## config.mk

```make
export PLATFORM = sky130hd
export DESIGN_NAME = lzwd_ctrl
export DESIGN_NICKNAME = d
export VERILOG_FILES = /design/src/lzwd_pkg.sv /design/src/lzwd_ctrl.sv
export VERILOG_INCLUDE_DIRS = /design/src /design/src/src
export SDC_FILE = /design/constraint.sdc
export NUM_CORES = 1
export LEC_CHECK = 0
export ABC_AREA = 1
export BUFFER_PORTS_ARGS = -buffer_cell sky130_fd_sc_hd__buf_4
export CAP_MARGIN = 20
export CORE_AREA = 2 2 39 41
export CTS_BUF_LIST = sky130_fd_sc_hd__clkbuf_4 sky130_fd_sc_hd__clkbuf_8
export DETAILED_ROUTE_END_ITERATION = 10
export DIE_AREA = 0 0 41 43
export HOLD_SLACK_MARGIN = 0.03
export PLACE_DENSITY = 0.66
export SLEW_MARGIN = 25
export SYNTH_ARGS = -nofsm -noshare
export SYNTH_HDL_FRONTEND = slang
export SYNTH_SLANG_ARGS = --single-unit
```

## constraint.sdc

```tcl
create_clock -name clk -period 1.1 [get_ports clk]
set_input_delay 0.22 -clock clk [delete_from_list [all_inputs] [get_ports clk]]
set_output_delay 0.22 -clock clk [all_outputs]
set_load 0.02 [all_outputs]
```

## src/lzw_code_decoder_top_assert.svh

```systemverilog
// Assertion macros shared by the decoder RTL
`ifndef LZW_CODE_DECODER_TOP_ASSERT_SVH
`define LZW_CODE_DECODER_TOP_ASSERT_SVH

// implication checked every clock, off during reset
`define LZWD_ASSERT_IMP(label, clk, rst_n, a, c) \
    label: assert property (@(posedge clk) disable iff (!rst_n) (a) |-> (c)) \
        else $error("lzwd check failed");

// next-cycle implication, off during reset
`define LZWD_ASSERT_NEXT(label, clk, rst_n, a, c) \
    label: assert property (@(posedge clk) disable iff (!rst_n) (a) |=> (c)) \
        else $error("lzwd check failed");

`endif

```

## src/lzwd_pkg.sv

```systemverilog
// ----------------------------------------------------------------------------
// lzwd_pkg
// Types and constants shared by the LZW code decoder.
// ----------------------------------------------------------------------------
package lzwd_pkg;

    localparam int CODE_WIDTH = 12;
    localparam int MAX_RUN    = 64;
    localparam int DICT_DEPTH = 1 << CODE_WIDTH;
    localparam int CNT_W      = CODE_WIDTH + 1;
    localparam int RUN_W      = $clog2(MAX_RUN + 1);
    localparam logic [CODE_WIDTH-1:0] LITERALS = CODE_WIDTH'(256);

    localparam logic [1:0] OP_FIRST = 2'd0;
    localparam logic [1:0] OP_NEXT  = 2'd1;
    localparam logic [1:0] OP_CONT  = 2'd2;

    localparam logic [1:0] REG_INIT_SIZE = 2'd0;
    localparam logic [1:0] REG_MAX_WIDTH = 2'd1;

    typedef struct packed {
        logic [1:0]            opcode;
        logic [CODE_WIDTH-1:0] code_in;
    } in_item_t;

    typedef struct packed {
        logic [7:0] out_byte;
        logic       run_last;
        logic       more_pending;
        logic       bad_start;
    } out_item_t;

    typedef enum logic [3:0] {
        ST_IDLE,
        ST_DECODE,
        ST_WALK_RD,
        ST_WALK_WAIT,
        ST_WALK_USE,
        ST_INSERT,
        ST_POP_RD,
        ST_POP_WAIT,
        ST_EMIT,
        ST_BAD
    } state_t;

    // controller -> datapath
    typedef struct packed {
        logic load_item;   // capture input item
        logic decode;      // classify code, set walk start
        logic walk_rd;     // issue table read at walk pointer
        logic walk_use;    // push suffix, follow prefix
        logic insert;      // write new entry, update prev
        logic pop_rd;      // issue stack read
        logic emit;        // present byte on output
        logic bad;         // present bad start item
        logic out_take;    // output register consumed
    } cmd_t;

    // datapath -> controller
    typedef struct packed {
        logic [1:0] opcode;
        logic       first_bad;
        logic       walk_done;
        logic       stack_empty;
        logic       run_full;
        logic       out_full;
    } status_t;

endpackage

```

## src/lzwd_ctrl.sv

```systemverilog
// ----------------------------------------------------------------------------
// lzwd_ctrl
// Sequencer: decode, prefix walk, dictionary insert, pop and emit.
// ----------------------------------------------------------------------------
`include "lzw_code_decoder_top_assert.svh"

module lzwd_ctrl (
    input  logic             clk,
    input  logic             rst_n,
    input  logic             in_valid,
    output logic             in_stall,
    input  logic             out_stall,
    input  lzwd_pkg::status_t sts,
    output lzwd_pkg::cmd_t   cmd
);
    import lzwd_pkg::*;

    state_t state_reg, state_next;
    logic   accept;

    assign accept = in_valid && (state_reg == ST_IDLE);
    assign in_stall = (state_reg != ST_IDLE);

    always_ff @(posedge clk or negedge rst_n)
    begin
        if (!rst_n)
        begin
            state_reg <= ST_IDLE;
        end
        else
        begin
            state_reg <= state_next;
        end
    end

    always_comb
    begin
        state_next = state_reg;
        case (state_reg)
            ST_IDLE:      if (accept) state_next = ST_DECODE;
            ST_DECODE:
            begin
                case (sts.opcode)
                    OP_FIRST: state_next = sts.first_bad ? ST_BAD : ST_POP_RD;
                    OP_NEXT:  state_next = ST_WALK_RD;
                    OP_CONT:  state_next = ST_POP_RD;
                    default:  state_next = ST_IDLE;
                endcase
            end
            ST_WALK_RD:   state_next = sts.walk_done ? ST_INSERT : ST_WALK_WAIT;
            ST_WALK_WAIT: state_next = ST_WALK_USE;
            ST_WALK_USE:  state_next = ST_WALK_RD;
            ST_INSERT:    state_next = ST_POP_RD;
            ST_POP_RD:
            begin
                if (sts.stack_empty || sts.run_full)
                begin
                    state_next = ST_IDLE;
                end
                else if (!sts.out_full || !out_stall)
                begin
                    state_next = ST_POP_WAIT;
                end
            end
            ST_POP_WAIT:  state_next = ST_EMIT;
            ST_EMIT:      state_next = ST_POP_RD;
            ST_BAD:       if (!sts.out_full || !out_stall) state_next = ST_IDLE;
            default:      state_next = ST_IDLE;
        endcase
    end

    always_comb
    begin
        cmd = '0;
        cmd.out_take = sts.out_full && !out_stall;
        case (state_reg)
            ST_IDLE:     cmd.load_item = accept;
            ST_DECODE:   cmd.decode = 1'b1;
            ST_WALK_RD:  cmd.walk_rd = !sts.walk_done;
            ST_WALK_USE: cmd.walk_use = 1'b1;
            ST_INSERT:   cmd.insert = 1'b1;
            ST_POP_RD:   cmd.pop_rd = !sts.stack_empty && !sts.run_full
                                      && (!sts.out_full || !out_stall);
            ST_EMIT:     cmd.emit = 1'b1;
            ST_BAD:      cmd.bad = !sts.out_full || !out_stall;
            default:     cmd = '0;
        endcase
    end

    `LZWD_ASSERT_IMP(a_emit_room, clk, rst_n, cmd.emit, !sts.out_full || !out_stall)
    `LZWD_ASSERT_NEXT(a_load_decode, clk, rst_n, cmd.load_item, state_reg == ST_DECODE)
    `LZWD_ASSERT_IMP(a_walk_no_out, clk, rst_n, state_reg == ST_WALK_USE, !in_stall == 1'b0)

endmodule

```

# Yosys cells after proc, flatten, opt, wreduce, memory -nomap -nowiden
# Index checks and enable logic that the tools add are counted.
[classes]
mux = 17
reduce_logical = 17
eq_ne = 14
[op_table]
columns = ["operator", "count"]
rows = [
  ["$pmux W4 S9", 1],
  ["$mux W4", 5],
  ["$eq A4 B3 Y1 const B", 4],
  ["$pmux W4 S3", 1],
  ["$mux W1", 9],
  ["$eq A4 B2 Y1 const B", 2],
  ["$eq A4 B4 Y1 const B", 2],
  ["$reduce_or A8 Y1", 1],
  ["$logic_not A1 Y1", 5],
  ["$eq A4 B1 Y1 const B", 1],
  ["$logic_and A1 B1 Y1", 4],
  ["$logic_not A4 Y1", 1],
  ["$ne A2 B2 Y1 const B", 2],
  ["$reduce_bool A4 Y1", 1],
  ["$mux W3", 1],
  ["$ne A3 B3 Y1 const B", 1],
  ["$reduce_and A3 Y1", 1],
  ["$eq A2 B1 Y1 const B", 1],
  ["$eq A2 B2 Y1 const B", 1],
  ["$logic_not A2 Y1", 1],
  ["$logic_or A1 B1 Y1", 2],
  ["$reduce_or A2 Y1", 1],
]
[totals]
in_bits = 11
ff_bits = 4
word_cells = 49

# Depth between registers and ports, before layout
[depth]
depth_word = 5
mapped_depth = 8

# Worst setup path before layout
# OpenSTA, ideal clock, no wires.
[synth_timing]
path_type = "reg2out"
start = "register state_reg[1]"
end = "output port cmd[0] in the netlist's numbering"
stages_incl_launch_ff = 4
t_arrival_ns = 1.299
slack_ns = -0.419
path_cell_list = "dfrtp_1 > buf_4 > o21a_1 > nor4_1"
[synth_lines]
columns = ["element", "line_no", "rtl"]
rows = [
  ["from (decl)", "lzwd_ctrl.sv:18", "state_t state_reg, state_next;"],
  ["from (signal assigned)", "lzwd_ctrl.sv:32", "state_reg <= state_next;"],
  ["to (decl)", "lzwd_ctrl.sv:14", "output lzwd_pkg::cmd_t cmd"],
]

==> flow_metrics.tcl <==
set metrics [dict create \
    outcome "complete, but fails checks" \
    violations "negative setup slack" \
    place_inst 114 \
    stdcell_count 127 \
    fin_ws_ns -0.381 \
    grt_max_degree 8 \
    synthToLayoutAreaGrowth_pct 107 \
    gp_congestion 0.747 \
    swShare_pct 45.4 \
    tns_ns -4.22 \
    critical_path_class "register to primary output" \
    leakage_nw 0.495 \
    crit_path_max_incr_delay_ns 0.42 \
    power_density_mw_per_mm2 2320 \
    p_clk_share_pct 10.5 \
    slew_violations 0 \
    min_period_over_period_pct 135 \
    power.switching_mw 0.972 \
    yosys_warnings 0 \
    synth_seq_cells 4 \
    critPathArrivalTime_ns 1.26 \
    portBuffers 20 \
    met1_length_um 571 \
    top_layer "met4" \
    route.met3.wl_um 42 \
    internal_power_mw 1.17 \
    path_cells "nor2_4 -> inv_2 -> nor3_4 -> inv_2 -> nor2_4 -> buf_6" \
    ant_nets 0 \
    start_util_pct 32.3 \
    rsz0062_at_grt "yes" \
    num_rows 14 \
    layout_min_cycle_time_ns 1.48 \
    gr-total-overflow 0 \
    drtPass1Iterations 3 \
    ctsLongestPathBuffers 2 \
    seqPwrFrac_pct 17.0 \
    holdWs_ns 0.289 \
    endpoint_kind "primary output" \
    grt_pass1_wl_um 2230 \
    cpMaxStageDelayCell "dfrtp_1" \
    syn-cell-area_um2 447 \
    drc 0 \
    rr_worst_depth 8 \
    path_clk_slew_ns 0.04 \
    maxCapViolations 0 \
    worst_pin_slew_ns 0.246 \
    antenna_found_initial 0 \
    io_pins 21 \
    vias_per_cell 4.58 \
    dieArea_mm2 0.00176 \
    wire_per_inst_um 10.9 \
    track_usage_pct 18.5 \
    combPwrFrac_pct 72.5 \
    cts_root_buf "clkbuf_4" \
    clk_latency_ns 0.24 \
    finalSetupViolCount 14 \
    met2_length_um 765 \
    vias 582 \
    dr.first_iter.drc_count 5 \
    place_ws_ns -0.227 \
    routed_wirelength_um 1380 \
    min_path_type "input port to register" \
    layout.cells.most_common_list "26 x buf_4, 13 x nand2_1, 10 x buf_6, 9 x inv_1, 8 x nor2_4" \
    cts.sinks 4 \
    seq_area_frac_synth_pct 22.4 \
    path_buf_inv 3 \
    fp.coreArea_mm2 0.00138 \
    regToRegSetupSlack_ns -0.27 \
    avgSynthCellArea_um2 6.38 \
    cts_tree "built" \
    nets 125 \
    crit_required_ns 0.88 \
    fmax_mhz 675 \
    hpwl_um 1000 \
    synth_cell_types 16 \
    n_antenna_cell 0 \
    power.total_mw 2.14 \
    hp-start "sts[3]" \
    path_max_fanout 3 \
    grt_pass1_vias 562 \
    largest_register_ffs 4 \
    final_common_cell "buf_4" \
    r2r-start "state_reg[2]" \
    synth_cells 70 \
    maxSlewHeadroom_pct 83.6 \
    rr_endpoint "state_reg[0]" \
    min_delay_path_depth 3 \
    synth_top_cell_area_share_pct 22.4 \
    synth.area.top_cells "dfrtp_1 22%, nand2_1 13%, inv_1 11%, nor2_4 10%, nor2_1 9.2%" \
    finalHoldViolations 0 \
    die_x_um 41 \
    numCtsBuffers 3 \
    critPathTopFamily "flip-flops" \
    layout-drive-gt1-share_pct 64.0 \
    startpoint_type "register" \
    finClkSkew_ns 0.00699 \
    vdd_drop_max_mv 1.38 \
    holdPathEnd "state_reg[2]" \
    cts-htree-levels 1 \
    synth_top_area_cell "dfrtp_1" \
    synth_fp_nets 83 \
    die_h_um 43 \
]
Yosys cell counts:
library cell and number:
inv_1 13, o21a_1 1, nand4_1 2, nor2_2 1
inv_2 3, buf_4 1, o211ai_1 2, ha_1 2
nor2_1 11, nor3_2 1, nand3_1 6, nor4_1 1
nor2_4 4, nand2_1 16, dfrtp_1 4, nand3_2 2
tightest hold or removal path, cell delays in order:
cell	delay, ns
buf_4	0.08
nor2_1	0.04
o211ai_1	0.15
cell type report:
| class | instances | area (µm²) |
|---|---|---|
| inverter | 16 | 60.1 |
| fill | 113 | 459 |
| multi-input combinational | 49 | 373 |
| tap | 16 | 20.0 |
| sequential | 4 | 104 |
| clock buffer | 4 | 30.0 |
| timing repair buffer | 38 | 338 |
logic make-up (layout without fill, tap and decap cells):
| logic type | Yosys count | count (layout) | synth area share (%) |
|---|---|---|---|
| simple gates | 44 | 44 | 51.8 |
| buf+inv | 17 | 58 | 15.1 |
| flops | 4 | 4 | 22.4 |
| fa+ha+maj | 2 | 2 | 5.60 |
| compound gates | 3 | 3 | 5.04 |
worst max path at each step:
stage	start	to	slack (ns)	depth (start not counted)
after global routing	state_reg[2]	cmd[8]	-0.45	6
after CTS	state_reg[2]	cmd[8]	-0.38	6
after floorplan	state_reg[3]	cmd[8]	-0.16	5
final	state_reg[2]	cmd[8]	-0.38	6
after global placement	state_reg[1]	state_reg[0]	-0.21	7
after detailed placement	state_reg[1]	state_reg[0]	-0.23	7
power groups by stage:
stage	clock network [mW]	registers, mW	logic [mW]
floorplan	0	0.282	0.715
global placement	0	0.334	1.09
detailed placement	0	0.337	1.11
CTS	0.233	0.356	1.42
global route	0.243	0.374	1.68
finish	0.225	0.365	1.55
what timing repair did:
item / CTS / global route
hold buffers: 1 / 0
resized for setup: 13 / 15
endpoints found under the setup margin: 13 / 14
setup buffers: 6 / 5
pin swaps: 5 / 9
endpoints found under the hold margin: 4 / 0
through the flow:
stage,cell area (µm²),util [%]
2_1_floorplan,485,-
3_3_place_gp,716,51.7
3_5_place_dp,716,51.7
4_1_cts,850,61.4
5_1_grt,925,66.8
6_report,925,66.8
routing by layer:
metal  vias to the layer above  track usage (%)
met5                         -                0
met2                        10             30.3
met3                         2             3.14
li1                        298                -
met1                       272             22.3
met4                         0             8.00
Note: power is estimated with default switching activity, not from simulation.
